### src/sv/sps_pkg.sv
// Shared types and constants for the sensor power sequencer.
// Used by every module of the block and by its checker; depends on nothing.
package sps_pkg;

   localparam int CHANNEL_COUNT = 8;
   localparam int TIMER_BITS    = 17;

   localparam int CHAN_BITS  = 3;
   localparam int KIND_BITS  = 2;
   localparam int DELAY_BITS = 16;
   localparam int CSR_INDEX_BITS = 2;

   // Width for comparing the timer against a delay without losing bits on either side.
   localparam int CMP_BITS = (TIMER_BITS > DELAY_BITS) ? TIMER_BITS : DELAY_BITS;
   // Width for comparing a channel against the channel count.
   localparam int CNT_RAW_BITS = $clog2(CHANNEL_COUNT + 1);
   localparam int CNT_BITS = (CNT_RAW_BITS > CHAN_BITS) ? CNT_RAW_BITS : CHAN_BITS;

   localparam logic [TIMER_BITS-1:0] TIMER_MAX = {TIMER_BITS{1'b1}};

   localparam logic [DELAY_BITS-1:0] POWER_UP_RESET   = 16'd100;
   localparam logic [DELAY_BITS-1:0] POWER_DOWN_RESET = 16'd1000;
   localparam logic [DELAY_BITS-1:0] SETTLE_RESET     = 16'd10;

   localparam int REQ_TDATA_BITS = 8;
   localparam int RSP_TDATA_BITS = 16;

   typedef enum logic [2:0] {
      PH_IDLE         = 3'd0,
      PH_POWERING     = 3'd1,
      PH_POWERED_IDLE = 3'd2,
      PH_SETTLING     = 3'd3,
      PH_READY        = 3'd4
   } phase_type;

   typedef enum logic [KIND_BITS-1:0] {
      KIND_TICK    = 2'd0,
      KIND_REQUEST = 2'd1,
      KIND_RELEASE = 2'd2
   } kind_type;

   typedef enum logic [CSR_INDEX_BITS-1:0] {
      CSR_POWER_UP   = 2'd0,
      CSR_POWER_DOWN = 2'd1,
      CSR_SETTLE     = 2'd2
   } csr_index_type;

   typedef struct packed {
      logic [DELAY_BITS-1:0] power_up_delay;
      logic [DELAY_BITS-1:0] power_down_delay;
      logic [DELAY_BITS-1:0] settle_delay;
   } cfg_type;

   typedef struct packed {
      logic                 ready_res;
      phase_type            phase;
      logic [CHAN_BITS-1:0] mux_select;
      logic                 sensor_power;
      logic                 accepted;
   } rsp_type;

endpackage

### src/sv/sps_regs.sv
// Delay registers of the sensor power sequencer, written through the csr port.
// Depends on sps_pkg.
module sps_regs (
   input  logic                                clock,
   input  logic                                reset,
   input  logic                                csr_we,
   input  logic [sps_pkg::CSR_INDEX_BITS-1:0]  csr_index,
   input  logic [sps_pkg::DELAY_BITS-1:0]      csr_wdata,
   output sps_pkg::cfg_type                    cfg
);
   import sps_pkg::*;

   cfg_type cfg_ff;
   cfg_type cfg_in;

   always_comb begin
      cfg_in = cfg_ff;
      if (csr_we) begin
         case (csr_index_type'(csr_index))
            CSR_POWER_UP:   cfg_in.power_up_delay   = csr_wdata;
            CSR_POWER_DOWN: cfg_in.power_down_delay = csr_wdata;
            CSR_SETTLE:     cfg_in.settle_delay     = csr_wdata;
            default: ;
         endcase
      end
   end

   always_ff @(posedge clock) begin
      if (reset) begin
         cfg_ff.power_up_delay   <= POWER_UP_RESET;
         cfg_ff.power_down_delay <= POWER_DOWN_RESET;
         cfg_ff.settle_delay     <= SETTLE_RESET;
      end else begin
         cfg_ff <= cfg_in;
      end
   end

   assign cfg = cfg_ff;

endmodule

### src/sv/sps_core.sv
// Phase state and next-state logic of the sensor power sequencer.
// Updates on each accepted request and forms its result; depends on sps_pkg.
module sps_core (
   input  logic                           clock,
   input  logic                           reset,
   input  logic                           load,
   input  logic [sps_pkg::KIND_BITS-1:0]  kind,
   input  logic [sps_pkg::CHAN_BITS-1:0]  req_channel,
   input  sps_pkg::cfg_type               cfg,
   output sps_pkg::rsp_type               rsp
);
   import sps_pkg::*;

   phase_type             phase_ff, phase_in;
   logic [CHAN_BITS-1:0]  held_ff, held_in;
   logic [CHAN_BITS-1:0]  mux_ff, mux_in;
   logic                  power_ff, power_in;
   logic [TIMER_BITS-1:0] elapsed_ff, elapsed_in;

   logic [TIMER_BITS-1:0] elapsed_inc;
   logic [CMP_BITS-1:0]   elapsed_cmp;
   logic                  chan_ok;
   logic                  enter;
   phase_type             target;
   logic                  accepted;

   always_comb begin
      phase_in   = phase_ff;
      held_in    = held_ff;
      mux_in     = mux_ff;
      power_in   = power_ff;
      elapsed_in = elapsed_ff;
      enter      = 1'b0;
      target     = phase_ff;
      accepted   = 1'b0;

      // saturating millisecond count
      elapsed_inc = (elapsed_ff == TIMER_MAX) ? elapsed_ff : elapsed_ff + 1'b1;
      elapsed_cmp = CMP_BITS'(elapsed_inc);
      chan_ok     = CNT_BITS'(req_channel) < CNT_BITS'(CHANNEL_COUNT);

      case (kind_type'(kind))
         KIND_TICK: begin
            elapsed_in = elapsed_inc;
            case (phase_ff)
               PH_POWERING: begin
                  if (elapsed_cmp > CMP_BITS'(cfg.power_up_delay)) begin
                     mux_in = held_ff;
                     enter  = 1'b1;
                     target = PH_SETTLING;
                  end
               end
               PH_POWERED_IDLE: begin
                  if (elapsed_cmp > CMP_BITS'(cfg.power_down_delay)) begin
                     enter  = 1'b1;
                     target = PH_IDLE;
                  end
               end
               PH_SETTLING: begin
                  if (elapsed_cmp > CMP_BITS'(cfg.settle_delay)) begin
                     enter  = 1'b1;
                     target = PH_READY;
                  end
               end
               default: ;
            endcase
         end
         KIND_REQUEST: begin
            if (chan_ok) begin
               case (phase_ff)
                  PH_IDLE: begin
                     held_in  = req_channel;
                     enter    = 1'b1;
                     target   = PH_POWERING;
                     accepted = 1'b1;
                  end
                  PH_POWERED_IDLE: begin
                     // same channel is still on the mux: skip settling
                     if (req_channel != held_ff) begin
                        held_in = req_channel;
                        mux_in  = req_channel;
                        target  = PH_SETTLING;
                     end else begin
                        target  = PH_READY;
                     end
                     enter    = 1'b1;
                     accepted = 1'b1;
                  end
                  default: ;
               endcase
            end
         end
         KIND_RELEASE: begin
            enter  = 1'b1;
            target = (phase_ff > PH_POWERING) ? PH_POWERED_IDLE : PH_IDLE;
         end
         default: ;
      endcase

      if (enter) begin
         phase_in   = target;
         elapsed_in = '0;
         if (target == PH_IDLE) begin
            mux_in   = '0;
            power_in = 1'b0;
         end else if (target == PH_POWERING) begin
            power_in = 1'b1;
         end
      end

      rsp.accepted     = accepted;
      rsp.sensor_power = power_in;
      rsp.mux_select   = mux_in;
      rsp.phase        = phase_in;
      rsp.ready_res    = (phase_in == PH_READY);
   end

   always_ff @(posedge clock) begin
      if (reset) begin
         phase_ff   <= PH_IDLE;
         held_ff    <= '0;
         mux_ff     <= '0;
         power_ff   <= 1'b0;
         elapsed_ff <= '0;
      end else if (load) begin
         phase_ff   <= phase_in;
         held_ff    <= held_in;
         mux_ff     <= mux_in;
         power_ff   <= power_in;
         elapsed_ff <= elapsed_in;
      end
   end

endmodule

### src/sv/sps_out.sv
// Result register of the sensor power sequencer, holding one request's status
// until the downstream side takes it. Depends on sps_pkg.
module sps_out (
   input  logic                               clock,
   input  logic                               reset,
   input  logic                               load,
   input  sps_pkg::rsp_type                   rsp,
   input  logic                               rsp_tready,
   output logic                               rsp_tvalid,
   output logic [sps_pkg::RSP_TDATA_BITS-1:0] rsp_tdata
);
   import sps_pkg::*;

   logic    valid_ff, valid_in;
   rsp_type data_ff, data_in;

   always_comb begin
      valid_in = valid_ff;
      data_in  = data_ff;
      if (load) begin
         valid_in = 1'b1;
         data_in  = rsp;
      end else if (rsp_tready) begin
         valid_in = 1'b0;
      end
   end

   always_ff @(posedge clock) begin
      if (reset) begin
         valid_ff <= 1'b0;
      end else begin
         valid_ff <= valid_in;
      end
   end

   always_ff @(posedge clock) begin
      data_ff <= data_in;
   end

   assign rsp_tvalid = valid_ff;
   assign rsp_tdata  = RSP_TDATA_BITS'(data_ff);

endmodule

### src/sv/sensor_power_sequencer.sv
// Top level of the sensor power sequencer: delay registers, phase logic and
// result register. Depends on sps_pkg, sps_regs, sps_core and sps_out.
//
//   channel | direction | handshake               | payload
//   req     | in        | req_tvalid / req_tready | tuser kind, tdata req_channel
//   rsp     | out       | rsp_tvalid / rsp_tready | tdata status of the phase
//   csr     | in        | csr_we                  | csr_index, csr_wdata
//
// One request per clock while the result is not stalled; its result shows in the cycle after acceptance.
// The single result register sets the rate: a request is taken whenever it is
// empty or being drained in the same cycle.
// Reset is synchronous: phase idle, power off, mux channel 0, delays 100/1000/10.
// A stalled result holds rsp_tdata and blocks further requests.
module sensor_power_sequencer (
   input  logic                                clock,
   input  logic                                reset,
   input  logic                                req_tvalid,
   output logic                                req_tready,
   input  logic [sps_pkg::REQ_TDATA_BITS-1:0]  req_tdata,   // [2:0] req_channel
   input  logic [sps_pkg::KIND_BITS-1:0]       req_tuser,   // [1:0] kind
   output logic                                rsp_tvalid,
   input  logic                                rsp_tready,
   // [0] accepted, [1] sensor_power, [4:2] mux_select, [7:5] phase, [8] ready_res
   output logic [sps_pkg::RSP_TDATA_BITS-1:0]  rsp_tdata,
   input  logic                                csr_we,
   input  logic [sps_pkg::CSR_INDEX_BITS-1:0]  csr_index,
   input  logic [sps_pkg::DELAY_BITS-1:0]      csr_wdata
);
   import sps_pkg::*;

   cfg_type cfg;
   rsp_type rsp;
   logic    load;

   assign req_tready = !rsp_tvalid || rsp_tready;
   assign load       = req_tvalid && req_tready;

   sps_regs u_regs (
      .clock     (clock),
      .reset     (reset),
      .csr_we    (csr_we),
      .csr_index (csr_index),
      .csr_wdata (csr_wdata),
      .cfg       (cfg)
   );

   sps_core u_core (
      .clock       (clock),
      .reset       (reset),
      .load        (load),
      .kind        (req_tuser),
      .req_channel (req_tdata[CHAN_BITS-1:0]),
      .cfg         (cfg),
      .rsp         (rsp)
   );

   sps_out u_out (
      .clock      (clock),
      .reset      (reset),
      .load       (load),
      .rsp        (rsp),
      .rsp_tready (rsp_tready),
      .rsp_tvalid (rsp_tvalid),
      .rsp_tdata  (rsp_tdata)
   );

endmodule

### config.mk
export PLATFORM = sky130hd
export DESIGN_NAME = sensor_power_sequencer
export DESIGN_NICKNAME = d
export VERILOG_FILES = /design/src/sv/sps_pkg.sv /design/src/sv/sps_regs.sv /design/src/sv/sps_core.sv /design/src/sv/sps_out.sv /design/src/sv/sensor_power_sequencer.sv
export SDC_FILE = /design/constraint.sdc
export NUM_CORES = 1
export LEC_CHECK = 0
export ABC_AREA = 1
export BUFFER_PORTS_ARGS = -buffer_cell sky130_fd_sc_hd__buf_2
export CAP_MARGIN = 25
export CORE_MARGIN = 2
export CORE_UTILIZATION = 42
export DETAILED_ROUTE_END_ITERATION = 8
export SETUP_SLACK_MARGIN = 0.2
export SYNTH_ARGS = -nofsm -noshare
export SYNTH_HDL_FRONTEND = slang
export SYNTH_SLANG_ARGS = --single-unit
### constraint.sdc
create_clock -name clock -period 8.7 [get_ports clock]
set_input_delay 1.74 -clock clock [delete_from_list [all_inputs] [get_ports clock]]
set_output_delay 1.74 -clock clock [all_outputs]
set_load 0.05 [all_outputs]
Yosys cells after proc, flatten, opt, wreduce, memory -nomap -nowiden
Cells that the tools add are included.

cells by class
  add/sub/neg operators = 1
  order comparisons = 4
  equality and inequality tests = 12
  multiplexer cells = 32
  reductions and logical operators = 16

operators by type and width
  operator                 number
  $gt A17 B16 Y1           3
  $mux W17                 3
  $mux W3                  12
  $pmux W3 S2              3
  $pmux W3 S3              2
  $add A17 B1 Y17 const B  1
  $eq A17 B17 Y1 const B   1
  $mux W1                  9
  $reduce_and A2 Y1        4
  $eq A3 B1 Y1 const B     2
  $eq A3 B2 Y1 const B     2
  $logic_not A3 Y1         2
  $pmux W1 S3              2
  $reduce_bool A2 Y1       3
  $eq A2 B1 Y1 const B     2
  $eq A2 B2 Y1 const B     2
  $logic_not A2 Y1         2
  $reduce_and A4 Y1        1
  $eq A3 B3 Y1 const B     1
  $gt A3 B1 Y1 const B     1
  $ne A3 B3 Y1             1
  $mux W2                  1
  $ne A2 B1 Y1 const B     1
  $reduce_or A2 Y1         1
  other kinds (3)          3

storage, ports and cells
  register bits = 85
  input port bits = 33
  word-level logic and storage cells = 79

Depth between registers and ports, before layout
  depth after elaboration = 10
  mapped depth = 30
  gate-level depth less buffers = 30

Cells and area by module
Synthesis repeated with hierarchy kept, for this count alone.

unflattened totals
  cells, all modules = 819
  area, all modules = 5,577.8 µm²

by module, submodules not included
  module                  times used  cells each  area an instance (µm²)  sequential area each (µm²)
  sps_core                1           501         3,230.6                 540.5
  sps_regs                1           292         1,960.6                 960.9
  sps_out                 1           22          366.6                   290.3
  sensor_power_sequencer  1           4           20.0                    0.0

Worst setup path before layout
No wires, ideal clock.

  path kind = input -> output
  from = input port rsp_tready
  to = output port req_tready
  arrival = 2.121 ns
  data required time = 6.960 ns
  setup slack = 4.839 ns
  stages = 2
  cell sequence = inv_1 > nand2_1

between the ends
  longest elaborated chain between the ends = 1

RTL lines
  element             line                          source
  start, declared     sensor_power_sequencer.sv:22  input logic rsp_tready,
  $logic_or A1 B1 Y1  sensor_power_sequencer.sv:35  assign req_tready = !rsp_tvalid || rsp_tready;
  end, declared       sensor_power_sequencer.sv:18  output logic req_tready,

No other way between the ends.

Final worst setup path
  from = register u_core.elapsed_ff[0]
  to = register u_core.elapsed_ff[0]

between the ends
  longest elaborated chain between the ends = 8
  elaborated cells on any way between the ends = 15
  those cells by class = add/sub: 1; order compare: 3; eq/ne: 1; mux: 8; reduce/logical: 2

RTL lines
  element                                            line                                            source
  start, declared                                    sps_core.sv:18                                  logic [TIMER_BITS-1:0] elapsed_ff, elapsed_in;
  start signal, assigned                             sps_core.sv:130                                 elapsed_ff <= elapsed_in;
  $add A17 B1 Y17 or $eq A17 B17 Y1 (tied branches)  sps_core.sv:38                                  elapsed_inc = (elapsed_ff == TIMER_MAX) ? elapsed_ff : elapsed_ff + 1'b1;
  $mux W17 *                                         sps_core.sv:38
  $gt A17 B16 Y1, on equally long branches           sps_core.sv:60, sps_core.sv:47, sps_core.sv:54
  $mux W1, on equally long branches                  sps_core.sv:60, sps_core.sv:47, sps_core.sv:54
  $pmux W1 S3                                        sps_core.sv:45                                  case (phase_ff)
  $pmux W1 S3                                        sps_core.sv:42                                  case (kind_type'(kind))
  $reduce_bool A2 Y1 (no line)                       -
  $reduce_and A2 Y1 (no line)                        -

Every way passes the cells marked *; elsewhere a longest branch is shown, timed or not. The select of a mux whose other input is x is not followed.
A chain may end at the register's enable or synchronous reset.

==> flow_results.xml <==
<?xml version="1.0" encoding="UTF-8"?>
<metrics>
  <group name="clocking">
    <metric name="clk_pin_slew" unit="ns">0.06</metric>
    <metric name="tritoncts" unit="">built</metric>
    <metric name="post-cts-setup-buffers" unit="">0</metric>
    <metric name="clock-root-buffer" unit="">sky130_fd_sc_hd__clkbuf_16</metric>
    <metric name="clkLatencyLatePin" unit="ns">0.35</metric>
    <metric name="cts-htree-levels" unit="">3</metric>
    <metric name="post_cts.resized_instances" unit="">0</metric>
    <metric name="maximum_clock_insertion_buffer_count" unit="">2</metric>
    <metric name="cts-buffers-inserted" unit="">9</metric>
    <metric name="clock_sink_count" unit="">85</metric>
    <metric name="cts_hold_repair.buffers" unit="">0</metric>
  </group>
  <group name="logic_synthesis">
    <metric name="postSynthAreaPerCell" unit="um^2">7.36</metric>
    <metric name="synth_area_leader_cell" unit="">sky130_fd_sc_hd__dfxtp_1</metric>
    <metric name="synth_top_area_share" unit="%">29.5</metric>
    <metric name="post_synthesis_cells" unit="">701</metric>
    <metric name="synth_area" unit="um^2">5160</metric>
    <metric name="ys_top_cells_by_area" unit="">sky130_fd_sc_hd__dfxtp_1 30%, sky130_fd_sc_hd__ha_1 12%, sky130_fd_sc_hd__nand2_1 8.9%, sky130_fd_sc_hd__inv_1 8.1%, sky130_fd_sc_hd__a21oi_1 6.6%</metric>
    <metric name="netlist-cell-type-count" unit="">41</metric>
    <metric name="synth_seq_cells" unit="">85</metric>
    <metric name="synth-seq-area-share" unit="%">34.7</metric>
    <metric name="synthesis.yosys.warnings" unit="">0</metric>
  </group>
  <group name="drt">
    <metric name="drt_pre_antenna_iters" unit="">5</metric>
    <metric name="routed_wire_length_per_instance" unit="um">13.5</metric>
    <metric name="dr.first_iter.drc_count" unit="">257</metric>
    <metric name="average_via_count_per_standard_cell" unit="">5.02</metric>
    <metric name="remaining_design_rule_violation_count" unit="">0</metric>
    <metric name="ant_nets" unit="">0</metric>
    <metric name="drt-total-wl" unit="um">11900</metric>
    <metric name="routed-via-count" unit="">4439</metric>
  </group>
  <group name="worst_setup_path">
    <metric name="critPathArrivalTime" unit="ns">4.72</metric>
    <metric name="timing.rr.start" unit="">u_core.elapsed_ff[0]</metric>
    <metric name="end_kind" unit="">flop</metric>
    <metric name="path_class" unit="">reg2reg</metric>
    <metric name="critical_path.max_fanout" unit="">17</metric>
    <metric name="worst-r2r-cell-count" unit="">25</metric>
    <metric name="crit-reg2reg-capture" unit="">u_core.elapsed_ff[0]</metric>
    <metric name="r2r_setup_slack" unit="ns">4.25</metric>
    <metric name="cp_data_required_time" unit="ns">8.96</metric>
    <metric name="crit_path_start_kind" unit="">flop</metric>
  </group>
  <group name="placement">
    <metric name="pre_cts_slack" unit="ns">4.21</metric>
    <metric name="finalWeightedCongestion" unit="">0.888</metric>
    <metric name="hpwl" unit="um">8920</metric>
    <metric name="i_o_buffers" unit="">38</metric>
  </group>
  <group name="die">
    <metric name="die-width" unit="um">115</metric>
    <metric name="row_count" unit="">40</metric>
    <metric name="placeable_core_region" unit="um^2">12000</metric>
    <metric name="chipHeight" unit="um">115</metric>
    <metric name="initial_util" unit="%">42.9</metric>
    <metric name="boundaryPins" unit="">51</metric>
    <metric name="die-area" unit="um^2">13200</metric>
  </group>
  <group name="timing">
    <metric name="fmax" unit="MHz">225</metric>
    <metric name="worst_slew_pin_slew" unit="ns">0.933</metric>
    <metric name="maxSlewHeadroom" unit="%">37.3</metric>
    <metric name="timing.final.crit_share" unit="%">51.2</metric>
    <metric name="setup_total_negative_slack" unit="ns">0</metric>
    <metric name="rsz0062_at_grt" unit="">false</metric>
    <metric name="whs" unit="ns">0.462</metric>
    <metric name="timing.clock.skew" unit="ns">0.00636</metric>
    <metric name="post-route-worst-setup-slack" unit="ns">4.25</metric>
    <metric name="timing_max_transition_violations_final" unit="">0</metric>
    <metric name="setup_viol_count_final" unit="">0</metric>
    <metric name="min_clock_period_post_route" unit="ns">4.45</metric>
    <metric name="hold_viol_final" unit="">0</metric>
  </group>
  <group name="pwr">
    <metric name="power-per-cell-area" unit="nW/um^2">185</metric>
    <metric name="clockPowerShare" unit="%">36.7</metric>
    <metric name="p_int" unit="W">0.000728</metric>
    <metric name="p_leak" unit="nW">2.72</metric>
    <metric name="switching_share" unit="%">31.2</metric>
    <metric name="power.switching" unit="W">0.000330</metric>
    <metric name="pwr-share-comb" unit="%">21.9</metric>
    <metric name="ir_worst_vdd" unit="mV">0.130</metric>
    <metric name="seqPwrFrac" unit="%">41.3</metric>
  </group>
  <group name="cells_and_area">
    <metric name="areaGrowthSynthToFinish" unit="%">11.1</metric>
    <metric name="layout_commonest_cell" unit="">sky130_fd_sc_hd__nand2_1</metric>
    <metric name="layout.cells.most_common_list" unit="">122 x sky130_fd_sc_hd__nand2_1, 111 x sky130_fd_sc_hd__inv_1, 76 x sky130_fd_sc_hd__dfxtp_1</metric>
    <metric name="antenna_cells" unit="">0</metric>
    <metric name="post_route_cells_drive_above_1_share" unit="%">11.9</metric>
    <metric name="nNetsFinal" unit="">814</metric>
    <metric name="final_core_util" unit="%">47.7</metric>
  </group>
  <group name="global_routing">
    <metric name="overflow" unit="">0</metric>
    <metric name="first_global_vias" unit="">4186</metric>
    <metric name="grt_start_max_net_pins" unit="">40</metric>
    <metric name="all_layer_gr_usage" unit="%">19.3</metric>
    <metric name="grt_pass1_wl" unit="um">20100</metric>
    <metric name="antenna_found_initial" unit="">0</metric>
  </group>
  <group name="run_status">
    <metric name="status" unit="">finished clean</metric>
  </group>
  <group name="min_path">
    <metric name="worst_hold_path.num_cells" unit="">2</metric>
    <metric name="min_path_type" unit="">reg2reg</metric>
    <metric name="hold_path_end" unit="">u_regs.cfg[9]</metric>
    <metric name="hold_path.startpoint" unit="">u_regs.cfg[9]</metric>
  </group>
  <group name="run">
    <metric name="cap_viol_max_count" unit="">0</metric>
  </group>
</metrics>
## flip-flops by register name, indices dropped and copies added (netlist names)
| name | flops |
|---|---|
| u_out.rsp_tdata | 9 |
| u_core.phase_ff | 3 |
| u_core.held_ff | 3 |
| u_core.power_ff | 1 |
| u_out.rsp_tvalid | 1 |
| u_core.elapsed_ff | 17 |
| u_regs.cfg | 48 |
| u_core.mux_ff | 3 |
## metal layers
metal	part of all wire, %	up-vias	track usage [%]	routed length, um
met5	0	-	0	0
met4	1.8	0	5.70	216
met3	3.5	15	4.85	415
met2	47	73	32.9	5650
met1	47	2004	24.3	5670
li1	-	2347	-	-
## per-stage QoR
step	power (W)	cells	area [um^2]
floorplan	0.000623	707	5180
global route	0.00112	884	5730
finish	0.00106	884	5730
global placement	0.000671	868	5430
CTS	0.00107	884	5730
detailed placement	0.000678	868	5430
## power groups by stage
| stage | combinational [W] | sequential [W] | clock, W |
|---|---|---|---|
| after floorplan | 0.000164 | 0.000459 | 0 |
| after global placement | 0.000226 | 0.000445 | 0 |
| after detailed placement | 0.000232 | 0.000446 | 0 |
| after CTS | 0.000233 | 0.000437 | 0.000397 |
| after global routing | 0.000267 | 0.000440 | 0.000413 |
| final | 0.000232 | 0.000437 | 0.000389 |
## critical path, stage by stage (launching register included)
cell and delay (ns):
sky130_fd_sc_hd__dfxtp_1 0.34, sky130_fd_sc_hd__ha_1 0.22, sky130_fd_sc_hd__nand3_1 0.14, sky130_fd_sc_hd__inv_1 0.08, sky130_fd_sc_hd__nand2_2 0.08, sky130_fd_sc_hd__nor2_4 0.05
sky130_fd_sc_hd__nand2_1 0.19, sky130_fd_sc_hd__nand2_1 0.15, sky130_fd_sc_hd__nor3_2 0.31, sky130_fd_sc_hd__nand2_1 0.15, sky130_fd_sc_hd__nor2_1 0.14, sky130_fd_sc_hd__xor2_1 0.41
sky130_fd_sc_hd__ha_1 0.34, sky130_fd_sc_hd__nand2_1 0.07, sky130_fd_sc_hd__nand2_1 0.05, sky130_fd_sc_hd__nand2_1 0.05, sky130_fd_sc_hd__a21oi_1 0.09, sky130_fd_sc_hd__nand3_2 0.08
sky130_fd_sc_hd__nand2_1 0.07, sky130_fd_sc_hd__nor2_1 0.09, sky130_fd_sc_hd__nand2_1 0.06, sky130_fd_sc_hd__nand2_2 0.15, sky130_fd_sc_hd__nand3_2 0.13, sky130_fd_sc_hd__a21boi_4 0.55
sky130_fd_sc_hd__nand3_1 0.14, sky130_fd_sc_hd__a211oi_1 0.23
## cells by family after synthesis
kind of cell,count (synthesis),share of synthesized area [%]
buffers and inverters,140,10.9
DFF,85,34.7
adders and majority gates,49,11.9
xor gates and xnor gates,14,2.38
AOI/OAI and AO/OA,168,19.4
and+or+nand+nor,244,20.6
other,1,0.0727
## how the worst max path moves through the flow
stage               cells after the start                   end  slack [ns]                 start
finish                                 25  u_core.elapsed_ff[0]        4.25  u_core.elapsed_ff[0]
global route                           23  u_core.elapsed_ff[0]        3.86  u_core.elapsed_ff[0]
CTS                                    24  u_core.elapsed_ff[0]        4.18  u_core.elapsed_ff[0]
detailed placement                     24  u_core.elapsed_ff[0]        4.21  u_core.elapsed_ff[0]
global placement                       24  u_core.elapsed_ff[0]        4.31  u_core.elapsed_ff[0]
floorplan                               2            req_tready        4.84            rsp_tready
## layout make-up
class	instances	area, um^2
Fill cell	1250	6280
Multi-Input combinational cell	482	2820
Sequential cell	85	1790
Inverter	114	428
Clock buffer	12	246
Timing Repair Buffer	40	205
Tap cell	147	184
Clock inverter	4	47.5
## Yosys cell counts (all sizes together)
master,n
a211oi,16
a21boi,1
a21o,3
a21oi,69
a22oi,1
a31o,1
a31oi,1
and2,1
buf,12
clkbuf,14
clkinv,2
conb,1
dfxtp,76
edfxtp,9
ha,49
inv,112
nand2,136
nand3,24
nand3b,2
nand4,5
nor2,66
nor3,6
nor3b,2
nor4,2
o211ai,13
o21ai,59
o21bai,2
o22ai,2
xnor2,7
xor2,7
No activity file was read; power rests on OpenSTA's default activity.
